===== src/sv/utf16_to_utf8_transcoder_core_macros.svh =====
// assertion helpers shared by the transcoder modules
`ifndef UTF16_TO_UTF8_TRANSCODER_CORE_MACROS_SVH
`define UTF16_TO_UTF8_TRANSCODER_CORE_MACROS_SVH

// same-cycle implication, checked outside reset
`define UTT_ASSERT_NOW(label, clk, rst, ante, cons) \
   label: assert property (@(posedge clk) disable iff (rst) (ante) |-> (cons)) \
      else $error("utt assertion failed");

// next-cycle implication, checked outside reset
`define UTT_ASSERT_NEXT(label, clk, rst, ante, cons) \
   label: assert property (@(posedge clk) disable iff (rst) (ante) |=> (cons)) \
      else $error("utt assertion failed");

`endif


===== src/sv/utt_pkg.sv =====
`timescale 1ns / 1ps

package utt_pkg;

   localparam int UttQDepth = 4;
   localparam int UttQPtrW  = $clog2(UttQDepth);
   localparam int UttQCntW  = $clog2(UttQDepth + 1);

   localparam logic [15:0] HiFirst  = 16'hD800;
   localparam logic [15:0] HiLast   = 16'hDBFF;
   localparam logic [15:0] LoFirst  = 16'hDC00;
   localparam logic [15:0] LoLast   = 16'hDFFF;
   localparam logic [20:0] SuppBase = 21'h10000;
   localparam int          SurShift = 10;

   // one queued job: an optional flushed high surrogate, then an optional code point
   typedef struct packed {
      logic        prefix_valid;
      logic [9:0]  prefix_offset;
      logic        main_valid;
      logic [20:0] main_cp;
      logic        last;
   } job_type;

   // index of the final byte of the utf-8 form of cp
   function automatic logic [1:0] utt_last_idx(input logic [20:0] cp);
      logic [1:0] r;
      if (cp < 21'h80) r = 2'd0;
      else if (cp < 21'h800) r = 2'd1;
      else if (cp < SuppBase) r = 2'd2;
      else r = 2'd3;
      return r;
   endfunction

   // byte idx of the utf-8 form of cp
   function automatic logic [7:0] utt_byte(input logic [20:0] cp,
                                           input logic [1:0]  last_idx,
                                           input logic [1:0]  idx);
      logic [1:0] sel;
      logic [5:0] chunk;
      logic [7:0] r;
      sel = last_idx - idx;
      case (sel)
         2'd0:    chunk = cp[5:0];
         2'd1:    chunk = cp[11:6];
         2'd2:    chunk = cp[17:12];
         default: chunk = {3'b000, cp[20:18]};
      endcase
      if (idx == 2'd0) begin
         case (last_idx)
            2'd0:    r = {1'b0, cp[6:0]};
            2'd1:    r = {3'b110, cp[10:6]};
            2'd2:    r = {4'b1110, cp[15:12]};
            default: r = {5'b11110, cp[20:18]};
         endcase
      end else begin
         r = {2'b10, chunk};
      end
      return r;
   endfunction

endpackage


===== src/sv/utt_front.sv =====
`timescale 1ns / 1ps

module utt_front
   import utt_pkg::*;
(
   input  logic        clock,
   input  logic        reset,
   input  logic        req_push,
   input  logic [15:0] req_code_unit,
   input  logic        req_string_last,
   input  logic        q_full,
   output logic        q_push,
   output job_type     q_job
);

   logic       held_valid_ff, held_valid_in;
   logic [9:0] held_offset_ff, held_offset_in;
   logic       accept;
   logic       is_hi, is_lo;
   job_type    job;

   assign accept = req_push && !q_full;
   assign is_hi  = (req_code_unit >= HiFirst) && (req_code_unit <= HiLast);
   assign is_lo  = (req_code_unit >= LoFirst) && (req_code_unit <= LoLast);

   always_comb begin
      job            = '0;
      job.last       = req_string_last;
      held_valid_in  = held_valid_ff;
      held_offset_in = held_offset_ff;
      if (held_valid_ff && is_lo) begin
         // surrogate pair
         job.main_valid = 1'b1;
         job.main_cp    = SuppBase + {1'b0, held_offset_ff, req_code_unit[9:0]};
         held_valid_in  = 1'b0;
         held_offset_in = '0;
      end else begin
         if (held_valid_ff) begin
            job.prefix_valid  = 1'b1;
            job.prefix_offset = held_offset_ff;
            held_valid_in     = 1'b0;
            held_offset_in    = '0;
         end
         if (is_hi && !req_string_last) begin
            held_valid_in  = 1'b1;
            held_offset_in = req_code_unit[9:0];
         end else begin
            job.main_valid = 1'b1;
            job.main_cp    = {5'd0, req_code_unit};
         end
      end
   end

   assign q_job  = job;
   assign q_push = accept && (job.prefix_valid || job.main_valid);

   always_ff @(posedge clock) begin
      if (reset) begin
         held_valid_ff  <= 1'b0;
         held_offset_ff <= '0;
      end else if (accept) begin
         held_valid_ff  <= held_valid_in;
         held_offset_ff <= held_offset_in;
      end
   end

endmodule


===== src/sv/utt_queue.sv =====
`timescale 1ns / 1ps
`include "utf16_to_utf8_transcoder_core_macros.svh"

module utt_queue
   import utt_pkg::*;
(
   input  logic    clock,
   input  logic    reset,
   input  logic    push,
   input  job_type push_job,
   output logic    full,
   input  logic    pop,
   output logic    empty,
   output job_type pop_job
);

   job_type               entry_ff [UttQDepth];
   logic [UttQPtrW-1:0]   wr_ptr_ff, rd_ptr_ff;
   logic [UttQCntW-1:0]   count_ff, count_in;
   logic                  do_push, do_pop;

   assign full    = (count_ff == UttQCntW'(UttQDepth));
   assign empty   = (count_ff == '0);
   assign do_push = push && !full;
   assign do_pop  = pop && !empty;
   assign pop_job = entry_ff[rd_ptr_ff];

   always_comb begin
      count_in = count_ff;
      if (do_push && !do_pop) count_in = count_ff + 1'b1;
      else if (do_pop && !do_push) count_in = count_ff - 1'b1;
   end

   always_ff @(posedge clock) begin
      if (reset) begin
         wr_ptr_ff <= '0;
         rd_ptr_ff <= '0;
         count_ff  <= '0;
      end else begin
         if (do_push) wr_ptr_ff <= wr_ptr_ff + 1'b1;
         if (do_pop) rd_ptr_ff <= rd_ptr_ff + 1'b1;
         count_ff <= count_in;
      end
   end

   always_ff @(posedge clock) begin
      if (do_push) entry_ff[wr_ptr_ff] <= push_job;
   end

   `UTT_ASSERT_NOW(a_q_no_push_full, clock, reset, push, !full)
   `UTT_ASSERT_NOW(a_q_no_pop_empty, clock, reset, pop, !empty)
   `UTT_ASSERT_NOW(a_q_count_range, clock, reset, 1'b1,
                   count_ff <= UttQCntW'(UttQDepth))

endmodule


===== src/sv/utt_back.sv =====
`timescale 1ns / 1ps
`include "utf16_to_utf8_transcoder_core_macros.svh"

module utt_back
   import utt_pkg::*;
(
   input  logic       clock,
   input  logic       reset,
   input  logic       q_empty,
   input  job_type    q_job,
   output logic       q_pop,
   input  logic       rsp_pop,
   output logic       rsp_empty,
   output logic [7:0] rsp_out_byte,
   output logic       rsp_run_last,
   output logic       rsp_string_end
);

   job_type     job_ff;
   logic        job_valid_ff;
   logic        in_prefix_ff;
   logic [1:0]  idx_ff;
   logic        out_valid_ff;
   logic [7:0]  out_byte_ff;
   logic        out_run_last_ff, out_string_end_ff;

   logic [20:0] seg_cp;
   logic [1:0]  seg_last_idx;
   logic        seg_end, job_done, advance, load;
   logic [7:0]  cur_byte;

   // the flushed high surrogate always takes three bytes
   assign seg_cp       = in_prefix_ff ? {5'd0, 6'b110110, job_ff.prefix_offset}
                                      : job_ff.main_cp;
   assign seg_last_idx = utt_last_idx(seg_cp);
   assign seg_end      = (idx_ff == seg_last_idx);
   assign job_done     = seg_end && (!in_prefix_ff || !job_ff.main_valid);
   assign cur_byte     = utt_byte(seg_cp, seg_last_idx, idx_ff);

   assign advance = job_valid_ff && (!out_valid_ff || rsp_pop);
   assign load    = !q_empty && (!job_valid_ff || (advance && job_done));
   assign q_pop   = load;

   always_ff @(posedge clock) begin
      if (reset) begin
         job_valid_ff <= 1'b0;
         in_prefix_ff <= 1'b0;
         idx_ff       <= '0;
         out_valid_ff <= 1'b0;
      end else begin
         if (load) begin
            job_valid_ff <= 1'b1;
            in_prefix_ff <= q_job.prefix_valid;
            idx_ff       <= '0;
         end else if (advance) begin
            if (job_done) begin
               job_valid_ff <= 1'b0;
            end else if (seg_end) begin
               in_prefix_ff <= 1'b0;
               idx_ff       <= '0;
            end else begin
               idx_ff <= idx_ff + 1'b1;
            end
         end
         if (advance) out_valid_ff <= 1'b1;
         else if (rsp_pop) out_valid_ff <= 1'b0;
      end
   end

   always_ff @(posedge clock) begin
      if (load) job_ff <= q_job;
      if (advance) begin
         out_byte_ff       <= cur_byte;
         out_run_last_ff   <= job_done;
         out_string_end_ff <= job_done && job_ff.last;
      end
   end

   assign rsp_empty      = !out_valid_ff;
   assign rsp_out_byte   = out_byte_ff;
   assign rsp_run_last   = out_run_last_ff;
   assign rsp_string_end = out_string_end_ff;

   `UTT_ASSERT_NOW(a_back_idx_range, clock, reset, job_valid_ff, idx_ff <= seg_last_idx)
   `UTT_ASSERT_NOW(a_back_end_on_run, clock, reset, out_valid_ff && out_string_end_ff,
                   out_run_last_ff)
   `UTT_ASSERT_NEXT(a_back_prefix_len, clock, reset,
                    advance && in_prefix_ff && !seg_end, in_prefix_ff)

endmodule


===== src/sv/utf16_to_utf8_transcoder_core.sv =====
`timescale 1ns / 1ps
// utf-16 to utf-8 transcoder
// request side: one utf-16 code unit per request on req_code_unit, with
//   req_string_last marking the final unit of a string; a request is taken on
//   a clock edge with req_push high and req_full low
// response side: one utf-8 byte per response on rsp_out_byte; rsp_run_last
//   marks the last byte caused by a request, rsp_string_end the last byte of
//   the string; a byte is taken on an edge with rsp_pop high and rsp_empty low
// a high surrogate is held until the next unit; it yields nothing on its own
//   unless it ends the string or is followed by a non low surrogate
// when the back end is idle, the first byte of a request passes the queue
//   write, the job load and the output register before it is visible
// throughput: one byte per cycle from the serializer while the consumer
//   keeps up, with each request yielding 0 to 6 bytes; the front takes a
//   request every cycle while the 4-entry job queue has room
// reset clears the held surrogate, the job queue and the output register
// a stalled consumer holds the output byte; the queue then fills and
//   req_full rises, and no request or byte is lost

module utf16_to_utf8_transcoder_core
   import utt_pkg::*;
(
   input  logic        clock,
   input  logic        reset,
   input  logic        req_push,
   output logic        req_full,
   input  logic [15:0] req_code_unit,
   input  logic        req_string_last,
   output logic        rsp_empty,
   input  logic        rsp_pop,
   output logic [7:0]  rsp_out_byte,
   output logic        rsp_run_last,
   output logic        rsp_string_end
);

   // front to queue
   logic    q_push;
   job_type q_push_job;
   // queue to back
   logic    q_full, q_empty, q_pop;
   job_type q_pop_job;

   // classify each code unit and track the held high surrogate
   utt_front u_front (
      .clock           (clock),
      .reset           (reset),
      .req_push        (req_push),
      .req_code_unit   (req_code_unit),
      .req_string_last (req_string_last),
      .q_full          (q_full),
      .q_push          (q_push),
      .q_job           (q_push_job)
   );

   // short job queue decouples classification from byte serialization
   utt_queue u_queue (
      .clock    (clock),
      .reset    (reset),
      .push     (q_push),
      .push_job (q_push_job),
      .full     (q_full),
      .pop      (q_pop),
      .empty    (q_empty),
      .pop_job  (q_pop_job)
   );

   // expand each job into utf-8 bytes, one per cycle while the consumer keeps up, into the output register
   utt_back u_back (
      .clock          (clock),
      .reset          (reset),
      .q_empty        (q_empty),
      .q_job          (q_pop_job),
      .q_pop          (q_pop),
      .rsp_pop        (rsp_pop),
      .rsp_empty      (rsp_empty),
      .rsp_out_byte   (rsp_out_byte),
      .rsp_run_last   (rsp_run_last),
      .rsp_string_end (rsp_string_end)
   );

   // full is conservative: a held unit needs no queue entry but still waits
   assign req_full = q_full;

endmodule


===== config.mk =====
export PLATFORM = sky130hd
export DESIGN_NAME = utf16_to_utf8_transcoder_core
export DESIGN_NICKNAME = d
export VERILOG_FILES = /design/src/sv/utt_pkg.sv /design/src/sv/utt_front.sv /design/src/sv/utt_queue.sv /design/src/sv/utt_back.sv /design/src/sv/utf16_to_utf8_transcoder_core.sv
export VERILOG_INCLUDE_DIRS = /design/src /design/src/sv
export SDC_FILE = /design/constraint.sdc
export NUM_CORES = 1
export LEC_CHECK = 0
export BUFFER_PORTS_ARGS = -buffer_cell sky130_fd_sc_hd__buf_2
export CORE_ASPECT_RATIO = 0.9
export CORE_MARGIN = 8
export CORE_UTILIZATION = 50
export CTS_BUF_LIST = sky130_fd_sc_hd__clkbuf_4
export DETAILED_ROUTE_END_ITERATION = 8
export GPL_ROUTABILITY_DRIVEN = 0
export GPL_TIMING_DRIVEN = 0
export PLACE_DENSITY = 0.71
export SYNTH_ARGS = -nofsm -noshare
export SYNTH_HDL_FRONTEND = slang
export SYNTH_HIERARCHICAL = 1
export SYNTH_SLANG_ARGS = --single-unit

===== constraint.sdc =====
create_clock -name clock -period 13.9 [get_ports clock]
set_clock_uncertainty 0.05 [all_clocks]
set_input_delay 2.78 -clock clock [delete_from_list [all_inputs] [get_ports clock]]
set_output_delay 2.78 -clock clock [all_outputs]
set_load 0.03 [all_outputs]

==> impl_results.rst, run 1 <==
.. list-table::
   :header-rows: 1

   * - Metric
     - Value
   * - Most area-hungry cell type in the Yosys netlist
     - edfxtp_1
   * - Clock tree sinks
     - 204
   * - Number of warnings reported in the yosys synthesis log
     - 6
   * - Post-detailed-route DRC marker count
     - 0
   * - 1st-pass router iterations
     - 5
   * - CTS Hold Bufs
     - 0
   * - Number of antenna violations at the first check in global routing
     - 0
   * - Buffers added on ports
     - 32
   * - Peak Freq
     - 194 MHz
   * - Starting utilization of the core area
     - 50.4%
   * - Kind of critical path
     - primary input to flop
   * - # resized after CTS
     - 0
   * - Power per Cell Area
     - 195 nW/um^2
   * - Clock Path Buffers
     - 3
   * - Mean post-synth cell area
     - 16.5 sq um
   * - Total global routing overflow
     - 0
   * - Worst-case setup slack after placement
     - 8170 ps
   * - Required time at the endpoint of the critical path
     - 14400 ps
   * - Die Footprint
     - 22100 sq um
   * - Row cnt
     - 46
   * - Top-area cell type share of the netlist area
     - 61.2%
   * - Maximum cell stage delay along the critical path
     - 370 ps
   * - Routed WL
     - 17900 microns
   * - Distinct cell type count after synthesis
     - 70
   * - Worst-Skew Late Latency
     - 620 ps
   * - Cell Area, Synth
     - 8790 sq um
   * - Iteration-0 DRC Markers
     - 402
   * - Largest cells by area after synthesis
     - edfxtp_1, mux4_2, dfxtp_1
   * - Final worst-path setup slack
     - 8750 ps
   * - Cell repeated most along the worst path
     - inv_1
   * - Arrival time at the worst endpoint
     - 5650 ps
   * - Reg2reg path depth
     - 18
   * - Most common library cells after synthesis
     - edfxtp_1, mux4_2, and2_1
   * - Final Net Count
     - 659
   * - Final setup violating endpoints
     - 0
   * - Final HPWL DP
     - 12400 microns
   * - Post-route minimum period
     - 5150 ps
   * - Max IR drop VDD
     - 0.102 mV
   * - FF+latch count, synth
     - 204
   * - Tightest Pin Transition
     - 1140 ps
   * - Count of endpoints failing hold in the final timing report
     - 0
   * - Worst path slowest cell
     - fa_1
   * - Count leader, synth
     - edfxtp_1
   * - Area growth, synth to finish
     - 14.4%
   * - Total negative setup slack
     - 0 ps
   * - Setup crit end kind
     - flop
   * - GRT Util Overall
     - 16.8%
   * - # H-tree levels
     - 2
   * - Horiz. Die Dim
     - 156 microns
   * - Per-cell via count in the routed design
     - 5.62
   * - Total core area
     - 17400 sq um
   * - Number of global-route vias before repair
     - 5323
   * - Fraction of synthesis flops using an asynchronous set or reset pin
     - 0%
   * - Result of the run
     - completed
   * - Avg WL per Cell
     - 19.9 microns
   * - Cell chain of the critical path
     - buf_2 -> a31oi_1 -> or2_2 -> o21ai_2 -> buf_4 -> o21a_1 -> inv_1 -> nor2_2 -> ha_1 -> inv_1 -> fa_1 -> xor2_1 -> or3_1 -> a21oi_1
   * - Final max-slew violation count
     - 0
   * - Postcts setup bufs
     - 0
   * - Number of enable-type register cells in the synthesized netlist
     - 179
   * - Total instance count after detailed placement
     - 811
   * - Unrepaired setup endpoints after global routing
     - no
   * - Clock transition at the registers of the reported paths
     - 60 ps
   * - Pin count of the biggest net entering global routing
     - 28
   * - Cell leakage power
     - 3.47 nW
   * - Io pins
     - 33
   * - Die extent in y
     - 142 microns
   * - Share of synthesized area occupied by flip-flops and latches
     - 66.8%
   * - Headroom to the max-slew limit
     - 23.8%
   * - Cell depth of the worst min-delay path
     - 2
   * - Category of the worst setup path launch point
     - primary input
   * - Synthesized net count
     - 569
   * - Final period utilization
     - 37.0%
   * - CTS tree
     - yes
   * - Number of instances in the synthesized netlist
     - 534
   * - Total via count in the routed design
     - 5063
   * - Class of the tightest hold or removal check
     - flop to flop
   * - Post-detailed-route count of antenna-violating nets
     - 0
   * - Non-filler instance count after layout
     - 901
   * - Most used flip-flop cell after synthesis
     - edfxtp_1
   * - Number of buffers created by CTS
     - 51
   * - Cell chosen for the clock root
     - clkbuf_4
   * - Antenna fix cells
     - 0
   * - Highest fanout seen on the critical path
     - 13
   * - Share of layout cells above drive strength 1
     - 32.4%
   * - Wire length of the first global-routing pass
     - 28400 microns
   * - Maxcap violations
     - 0
   * - Fill cell count
     - 1370
   * - Fin util
     - 57.7%
[layer usage]
metal / share of wire, % / global-route usage (%) / vias up
met5: 0 / 0 / -
li1: - / - / 2300
met3: 6.2 / 3.89 / 55
met4: 2.7 / 6.94 / 0
met2: 49 / 27.2 / 222
met1: 43 / 21.5 / 2486
[per-stage QoR]
step                      hold WS, ps  cell area [sq um]  power [mW]
after floorplan                   419               8790        1.28
after global placement            441               9250        1.41
after detailed placement          463               9370        1.46
after CTS                         472              10100        1.98
after global routing              495              10100        2.06
final                             468              10100        1.96
[power by group]
part	internal (mW)	switching, mW
Combinational	0.237	0.322
Sequential	0.826	0.0625
Clock	0.291	0.218
Total	1.36	0.603
[cell families (layout without fill, tap and decap cells)]
| group | after synthesis | after routing | synth area share [%] |
|---|---|---|---|
| multiplexers | 50 | 50 | 10.6 |
| AO/OA/AOI/OAI | 80 | 80 | 7.80 |
| adder cells (fa/ha/maj) | 14 | 14 | 2.08 |
| flip-flops | 204 | 204 | 66.8 |
| buffers and inverters | 52 | 179 | 3.43 |
| AND/OR/NAND/NOR | 123 | 123 | 7.96 |
| XOR/XNOR | 11 | 11 | 1.27 |
[final timing paths]
check                                          from                                 to  slack, ps
setup / recovery                  req_code_unit[13]   u_queue/count_ff[2]$_SDFFE_PP0P_       8750
hold / removal    u_queue/wr_ptr_ff[1]$_SDFFE_PP0P_  u_queue/wr_ptr_ff[1]$_SDFFE_PP0P_        470
setup reg to reg   u_back/in_prefix_ff$_SDFFE_PP0P_   u_queue/count_ff[2]$_SDFFE_PP0P_       9220
hold reg to reg   u_queue/wr_ptr_ff[1]$_SDFFE_PP0P_  u_queue/wr_ptr_ff[1]$_SDFFE_PP0P_        470
[critical path: cells and delay by family]
family | cells | cell delay (ps)
compound gates | 4 | 630
fa+ha+maj | 2 | 610
simple gates | 3 | 880
buf+inv | 4 | 550
xor+xnor | 1 | 190
[cell type report]
class                   count  area [sq um]  share of cell area, %
flip-flops and latches    204          5880                   58.4
multi-input cells         278          2630                   26.1
clock buffers              85           638                   6.35
well taps                 240           300                   2.99
repair buffers             37           268                   2.66
plain buffers              25           198                   1.97
inverters                  27           104                   1.03
clock inverters             5          47.5                  0.473
[registers in the layout, summed over array words and instances, names as in the netlist, named ones only]
name,cells
u_back/idx_ff,2
u_back/in_prefix_ff,1
u_back/job_ff,33
u_back/job_valid_ff,1
u_back/out_valid_ff,1
u_back/rsp_out_byte,8
u_back/rsp_run_last,1
u_back/rsp_string_end,1
u_front/held_offset_ff,10
u_front/held_valid_ff,1
u_queue/count_ff,3
u_queue/entry_ff,136
u_queue/rd_ptr_ff,2
u_queue/wr_ptr_ff,2
[placed cells by master, fill, tap and decap left out, types with 5 or more instances in the layout]
master	n
nand3_1	9
buf_2	36
xor2_1	5
buf_12	7
mux4_2	34
nor2b_1	6
o32ai_2	9
edfxtp_1	179
ha_1	13
a21oi_1	8
dfxtp_1	25
a221oi_1	6
buf_6	5
mux2_2	6
inv_1	25
nor2_1	26
and2_1	23
clkbuf_4	86
nand2_1	12
mux2i_1	10
o21ai_0	16
nand2b_1	16
clkbuf_1	9
(Power assumes the default switching activity.)
==> inputs of run 2 (changes only) <==
==> constraint.sdc (replaced) <==
create_clock -name clock -period 5.3 [get_ports clock]
set_clock_uncertainty 0.05 [all_clocks]
set_input_delay 1.06 -clock clock [delete_from_list [all_inputs] [get_ports clock]]
set_output_delay 1.06 -clock clock [all_outputs]
set_load 0.03 [all_outputs]
==> run 2 against run 1 <==
Critical path depth is 4 higher. Routed wire length rose by 0.23%. Power rose to 2.6 times the previous value. Count of clock-buffer cells in the layout unchanged. Final area unchanged. Worst setup slack got worse by 8100 ps. Cell count is the same. Sequential share of layout area unchanged. Clock power rose to 2.6 times the previous value. Critical path type is now flop to flop.
==> impl_results.rst, run 2 (synthesized netlist as in run 1, its figures left out) <==
.. list-table::
   :header-rows: 1

   * - Metric
     - Value
   * - Result of the run
     - completed
   * - Post-detailed-route DRC marker count
     - 0
   * - Total instance count after detailed placement
     - 811
   * - Class of the tightest hold or removal check
     - flop to flop
   * - Final worst-path setup slack
     - 645 ps
   * - Starting utilization of the core area
     - 50.4%
   * - Cell leakage power
     - 3.47 nW
   * - Number of global-route vias before repair
     - 5328
   * - Number of antenna violations at the first check in global routing
     - 0
   * - Fin util
     - 57.7%
   * - Share of layout cells above drive strength 1
     - 32.4%
   * - Routed WL
     - 17900 microns
   * - Category of the worst setup path launch point
     - flop
   * - Worst path slowest cell
     - a221oi_1
   * - Horiz. Die Dim
     - 156 microns
   * - Die extent in y
     - 142 microns
   * - Count of endpoints failing hold in the final timing report
     - 0
   * - Fill cell count
     - 1370
   * - Switching part of the total power
     - 30.8%
   * - Final setup violating endpoints
     - 0
   * - Setup crit end kind
     - flop
   * - Row cnt
     - 46
   * - Peak Freq
     - 215 MHz
   * - Worst hold slack
     - 465 ps
   * - Die Footprint
     - 22100 sq um
   * - Cell chosen for the clock root
     - clkbuf_4
   * - Top library cells by usage in the layout, fill and taps aside
     - edfxtp_1, clkbuf_4, buf_2, mux4_2, nor2_1
   * - GRT Util Overall
     - 16.8%
   * - Headroom to the max-slew limit
     - 24.5%
   * - Per-cell via count in the routed design
     - 5.58
   * - Most common cell after layout, fill and taps aside
     - edfxtp_1
   * - # resized after CTS
     - 0
   * - Number of buffers created by CTS
     - 51
   * - Clock tree sinks
     - 204
   * - Final non-filler cell area
     - 10100 sq um
   * - # H-tree levels
     - 2
   * - CTS tree
     - yes
   * - Antenna fix cells
     - 0
   * - Tightest Pin Transition
     - 1130 ps
   * - Max reg flops
     - 136
   * - Placed instance area
     - 9370 sq um
   * - Post-detailed-route count of antenna-violating nets
     - 0
   * - Total via count in the routed design
     - 5032
   * - Clock transition at the registers of the reported paths
     - 70 ps
   * - Maximum cell stage delay along the critical path
     - 700 ps
   * - Power per Cell Area
     - 511 nW/um^2
   * - Max IR drop VDD
     - 0.267 mV
   * - Total core area
     - 17400 sq um
   * - Arrival time at the worst endpoint
     - 5160 ps
   * - Final HPWL DP
     - 12400 microns
   * - Part of the total power dissipated in sequential elements
     - 45.4%
   * - CTS Hold Bufs
     - 0
   * - Highest fanout seen on the critical path
     - 14
   * - Largest registers
     - u_queue/entry_ff (136), u_back/job_ff (33), u_front/held_offset_ff (10)
   * - Logic pwr share
     - 28.6%
   * - Post-route minimum period
     - 4660 ps
   * - Iteration-0 DRC Markers
     - 420
   * - Most flops, register
     - u_queue/entry_ff
   * - Postcts setup bufs
     - 0
   * - Net switching power
     - 1.58 mW
   * - Maxcap violations
     - 0
   * - Io pins
     - 33
   * - 1st-pass router iterations
     - 6
   * - Sequential cell area
     - 5880 sq um
   * - Part of the total power dissipated in the clock network
     - 26.0%
   * - Cell chain of the critical path
     - buf_6 -> clkbuf_1 -> nor4_1 -> a21oi_1 -> or2_1 -> a221oi_1 -> ha_1 -> inv_1 -> nor2_1 -> nand2_1 -> o22ai_4 -> o31ai_2 -> ha_1 -> inv_1 -> fa_1 -> xor2_1 -> or3_1 -> a21oi_1
   * - Avg WL per Cell
     - 19.9 microns
   * - Area growth, synth to finish
     - 14.4%
   * - Required time at the endpoint of the critical path
     - 5800 ps
   * - Final Net Count
     - 659
   * - Pin count of the biggest net entering global routing
     - 28
   * - Total negative setup slack
     - 0 ps
   * - Kind of critical path
     - flop to flop
   * - Final period utilization
     - 87.8%
   * - Buffers added on ports
     - 32
   * - Clock Path Buffers
     - 3
   * - Internal power consumption
     - 3.55 mW
   * - Multi-input logic area
     - 2630 sq um
   * - Unrepaired setup endpoints after global routing
     - no
   * - Post-layout total power
     - 5.13 mW
   * - Non-filler instance count after layout
     - 901
   * - Final max-slew violation count
     - 0
   * - Worst-Skew Late Latency
     - 620 ps
   * - Total global routing overflow
     - 0
   * - Worst-case setup slack after placement
     - 672 ps
   * - Wire length of the first global-routing pass
     - 28400 microns
## run 2: layout make-up
cell class	count	share of cell area, %
Timing Repair Buffer	37	2.66
Sequential cell	204	58.4
Inverter	27	1.03
Multi-Input combinational cell	278	26.1
Tap cell	240	2.99
Buffer	25	1.97
Clock buffer	85	6.35
Clock inverter	5	0.473
## run 2: final timing paths
check	start	to	slack, ps	cells past startpoint
setup / recovery	u_back/in_prefix_ff$_SDFFE_PP0P_	u_queue/count_ff[2]$_SDFFE_PP0P_	640	18
hold / removal	u_queue/wr_ptr_ff[1]$_SDFFE_PP0P_	u_queue/wr_ptr_ff[1]$_SDFFE_PP0P_	460	2
setup reg to reg	u_back/in_prefix_ff$_SDFFE_PP0P_	u_queue/count_ff[2]$_SDFFE_PP0P_	640	18
hold reg to reg	u_queue/wr_ptr_ff[1]$_SDFFE_PP0P_	u_queue/wr_ptr_ff[1]$_SDFFE_PP0P_	460	2
## run 2: critical path: cells and delay by family (launching register included)
| family | cells | cell delay (ps) |
|---|---|---|
| buf+inv | 4 | 630 |
| flops | 1 | 310 |
| simple gates | 5 | 1120 |
| xor+xnor | 1 | 190 |
| fa+ha+maj | 3 | 1010 |
| compound gates | 5 | 1270 |
## run 2: layer usage
metal,global-route usage [%],up-vias,wire [microns]
met5,0,-,0
met4,7.04,0,401
li1,-,2300,-
met2,27.2,213,8770
met3,4.01,38,1150
met1,21.4,2481,7610
## run 2: power groups by stage
stage | sequential [mW] | clock (mW) | combinational (mW)
CTS | 2.33 | 1.38 | 1.48
finish | 2.33 | 1.34 | 1.47
floorplan | 2.36 | 0 | 0.984
detailed placement | 2.36 | 0 | 1.47
global placement | 2.36 | 0 | 1.35
global route | 2.36 | 1.45 | 1.59
==> inputs of run 3 (changes only) <==
--- a/config.mk
+++ b/config.mk
@@ -6,15 +6,15 @@
 export SDC_FILE = /design/constraint.sdc
 export NUM_CORES = 1
 export LEC_CHECK = 0
-export BUFFER_PORTS_ARGS = -buffer_cell sky130_fd_sc_hd__buf_2
 export CORE_ASPECT_RATIO = 0.9
 export CORE_MARGIN = 8
 export CORE_UTILIZATION = 50
 export CTS_BUF_LIST = sky130_fd_sc_hd__clkbuf_4
 export DETAILED_ROUTE_END_ITERATION = 8
+export DONT_BUFFER_PORTS = 1
 export GPL_ROUTABILITY_DRIVEN = 0
 export GPL_TIMING_DRIVEN = 0
-export PLACE_DENSITY = 0.71
+export PLACE_DENSITY = 0.69
 export SYNTH_ARGS = -nofsm -noshare
 export SYNTH_HDL_FRONTEND = slang
 export SYNTH_HIERARCHICAL = 1
==> run 3 against run 2 <==
Via count decreased by 3.9%. Largest cell class unchanged. First-iteration DRC count decreased by 21%. Non-clock buffer count decreased by 32. Maximum frequency increased by 2.9%. Global-route usage about the same. Highest routed layer unchanged. Count of clock-buffer cells in the layout decreased by 15. Worst setup slack improved by 130 ps. Critical path type unchanged.
==> impl_results.rst, run 3 (synthesized netlist as in run 1, its figures left out) <==
.. list-table::
   :header-rows: 1

   * - Metric
     - Value
   * - Pin count of the biggest net entering global routing
     - 32
   * - Required time at the endpoint of the critical path
     - 5820 ps
   * - Wire length of the first global-routing pass
     - 28200 microns
   * - Internal power consumption
     - 3.37 mW
   * - Switching part of the total power
     - 31.7%
   * - Die extent in y
     - 142 microns
   * - Non-filler instance count after layout
     - 866
   * - Final max-slew violation count
     - 0
   * - Clock tree sinks
     - 204
   * - Final Net Count
     - 625
   * - Cell chain of the critical path
     - buf_6 -> clkbuf_1 -> nor4_1 -> a21oi_1 -> or2_1 -> a221oi_1 -> ha_1 -> inv_1 -> nor2_1 -> nand2_1 -> o22ai_4 -> o31ai_2 -> ha_1 -> inv_1 -> fa_1 -> xor2_1 -> or3_1 -> a21oi_1
   * - Number of antenna violations at the first check in global routing
     - 0
   * - Kind of critical path
     - flop to flop
   * - Final period utilization
     - 85.3%
   * - Post-layout total power
     - 4.94 mW
   * - Starting utilization of the core area
     - 50.4%
   * - Die Footprint
     - 22100 sq um
   * - Post-detailed-route count of antenna-violating nets
     - 0
   * - Postcts setup bufs
     - 0
   * - Worst-Skew Late Latency
     - 640 ps
   * - Avg WL per Cell
     - 20.3 microns
   * - Total via count in the routed design
     - 4837
   * - Clock transition at the registers of the reported paths
     - 60 ps
   * - Crit path launch
     - u_back/in_prefix_ff$_SDFFE_PP0P_
   * - Result of the run
     - completed
   * - Part of the total power dissipated in the clock network
     - 24.2%
   * - Share of layout cells above drive strength 1
     - 26.8%
   * - Most common cell after layout, fill and taps aside
     - edfxtp_1
   * - Tightest Pin Transition
     - 1090 ps
   * - Per-cell via count in the routed design
     - 5.59
   * - Unrepaired setup endpoints after global routing
     - no
   * - Horiz. Die Dim
     - 156 microns
   * - Final setup violating endpoints
     - 0
   * - Post-route minimum period
     - 4520 ps
   * - Critical path capture point
     - u_queue/count_ff[2]$_SDFFE_PP0P_
   * - Multi-input logic area
     - 2630 sq um
   * - Number of cells on the critical path
     - 18
   * - Sequential cell area
     - 5880 sq um
   * - Total negative setup slack
     - 0 ps
   * - Count of buffering cells on the critical path with inverters included
     - 4
   * - Maxcap violations
     - 0
   * - Buffers added on ports
     - 0
   * - Row cnt
     - 46
   * - Reg2reg path depth
     - 18
   * - Peak Freq
     - 221 MHz
   * - Number of buffers created by CTS
     - 49
   * - CTS Hold Bufs
     - 0
   * - Routed WL
     - 17600 microns
   * - # H-tree levels
     - 2
   * - Terminus of the critical flop-to-flop path
     - u_queue/count_ff[2]$_SDFFE_PP0P_
   * - Iteration-0 DRC Markers
     - 331
   * - # resized after CTS
     - 0
   * - Largest registers
     - u_queue/entry_ff (136), u_back/job_ff (33), u_front/held_offset_ff (10)
   * - Final HPWL DP
     - 12000 microns
   * - Antenna fix cells
     - 0
   * - Headroom to the max-slew limit
     - 27.1%
   * - Clock Path Buffers
     - 3
   * - Part of the total power dissipated in sequential elements
     - 48.4%
   * - Max IR drop VDD
     - 0.229 mV
   * - Most flops, register
     - u_queue/entry_ff
   * - Startpoint of the worst register-to-register path
     - u_back/in_prefix_ff$_SDFFE_PP0P_
   * - Power per Cell Area
     - 504 nW/um^2
   * - Worst hold slack
     - 467 ps
   * - Fin util
     - 56.2%
   * - Worst path slowest cell
     - a221oi_1
   * - Final worst-path setup slack
     - 778 ps
   * - Total core area
     - 17400 sq um
   * - Maximum cell stage delay along the critical path
     - 730 ps
   * - Final non-filler cell area
     - 9800 sq um
   * - Arrival time at the worst endpoint
     - 5050 ps
   * - CTS tree
     - yes
   * - Cell leakage power
     - 3.28 nW
   * - Placed instance area
     - 9200 sq um
   * - Total instance count after detailed placement
     - 779
   * - Total global routing overflow
     - 0
   * - Io pins
     - 33
   * - Area growth, synth to finish
     - 11.5%
   * - Slack of the worst reg-to-reg path
     - 780 ps
   * - GRT Util Overall
     - 16.7%
   * - Setup crit end kind
     - flop
   * - Worst-case setup slack after placement
     - 838 ps
   * - Cell chosen for the clock root
     - clkbuf_4
   * - Top library cells by usage in the layout, fill and taps aside
     - edfxtp_1, clkbuf_4, mux4_2, nor2_1
   * - Max reg flops
     - 136
   * - Number of global-route vias before repair
     - 5055
   * - 1st-pass router iterations
     - 5
   * - Category of the worst setup path launch point
     - flop
   * - Net switching power
     - 1.57 mW
   * - Class of the tightest hold or removal check
     - primary input to flop
   * - Fill cell count
     - 1374
   * - Logic pwr share
     - 27.5%
   * - Cell class contributing the biggest share of worst-path delay
     - compound AO/OA/AOI/OAI gates
   * - Highest fanout seen on the critical path
     - 10
   * - Post-detailed-route DRC marker count
     - 0
   * - Count of endpoints failing hold in the final timing report
     - 0
run 3: final cells by class:
type                            count  area share [%]
Multi-Input combinational cell    278            26.8
Sequential cell                   204            59.9
Timing Repair Buffer                5            1.02
Tap cell                          240            3.06
Buffer                             25            2.02
Clock inverter                     17           0.778
Clock buffer                       70            5.36
Inverter                           27            1.06
run 3: worst min-delay path by stage:
stage / startpoint / endpoint / slack, ps / cells past startpoint
after global routing: reset / u_back/idx_ff[0]$_SDFFE_PP0P_ / 420 / 1
after detailed placement: u_front/held_offset_ff[3]$_SDFFE_PP0P_ / u_front/held_offset_ff[3]$_SDFFE_PP0P_ / 460 / 2
after CTS: reset / u_back/idx_ff[0]$_SDFFE_PP0P_ / 400 / 1
after global placement: u_back/job_valid_ff$_SDFFE_PP0P_ / u_back/job_valid_ff$_SDFFE_PP0P_ / 430 / 2
final: reset / u_back/idx_ff[0]$_SDFFE_PP0P_ / 470 / 1
after floorplan: u_back/job_valid_ff$_SDFFE_PP0P_ / u_back/job_valid_ff$_SDFFE_PP0P_ / 420 / 2
run 3: metal layers:
layer	vias up	global-route usage (%)	wire length, microns
met4	0	6.48	413
li1	2228	-	-
met5	-	0	0
met3	42	4.32	1290
met1	2366	22.0	7680
met2	201	26.4	8220
run 3: power by group through the flow:
stage	Combinational, mW	Sequential [mW]	Clock [mW]
floorplan	0.984	2.36	0
global placement	1.25	2.42	0
detailed placement	1.36	2.43	0
CTS	1.37	2.39	1.24
global route	1.48	2.42	1.32
finish	1.36	2.39	1.19
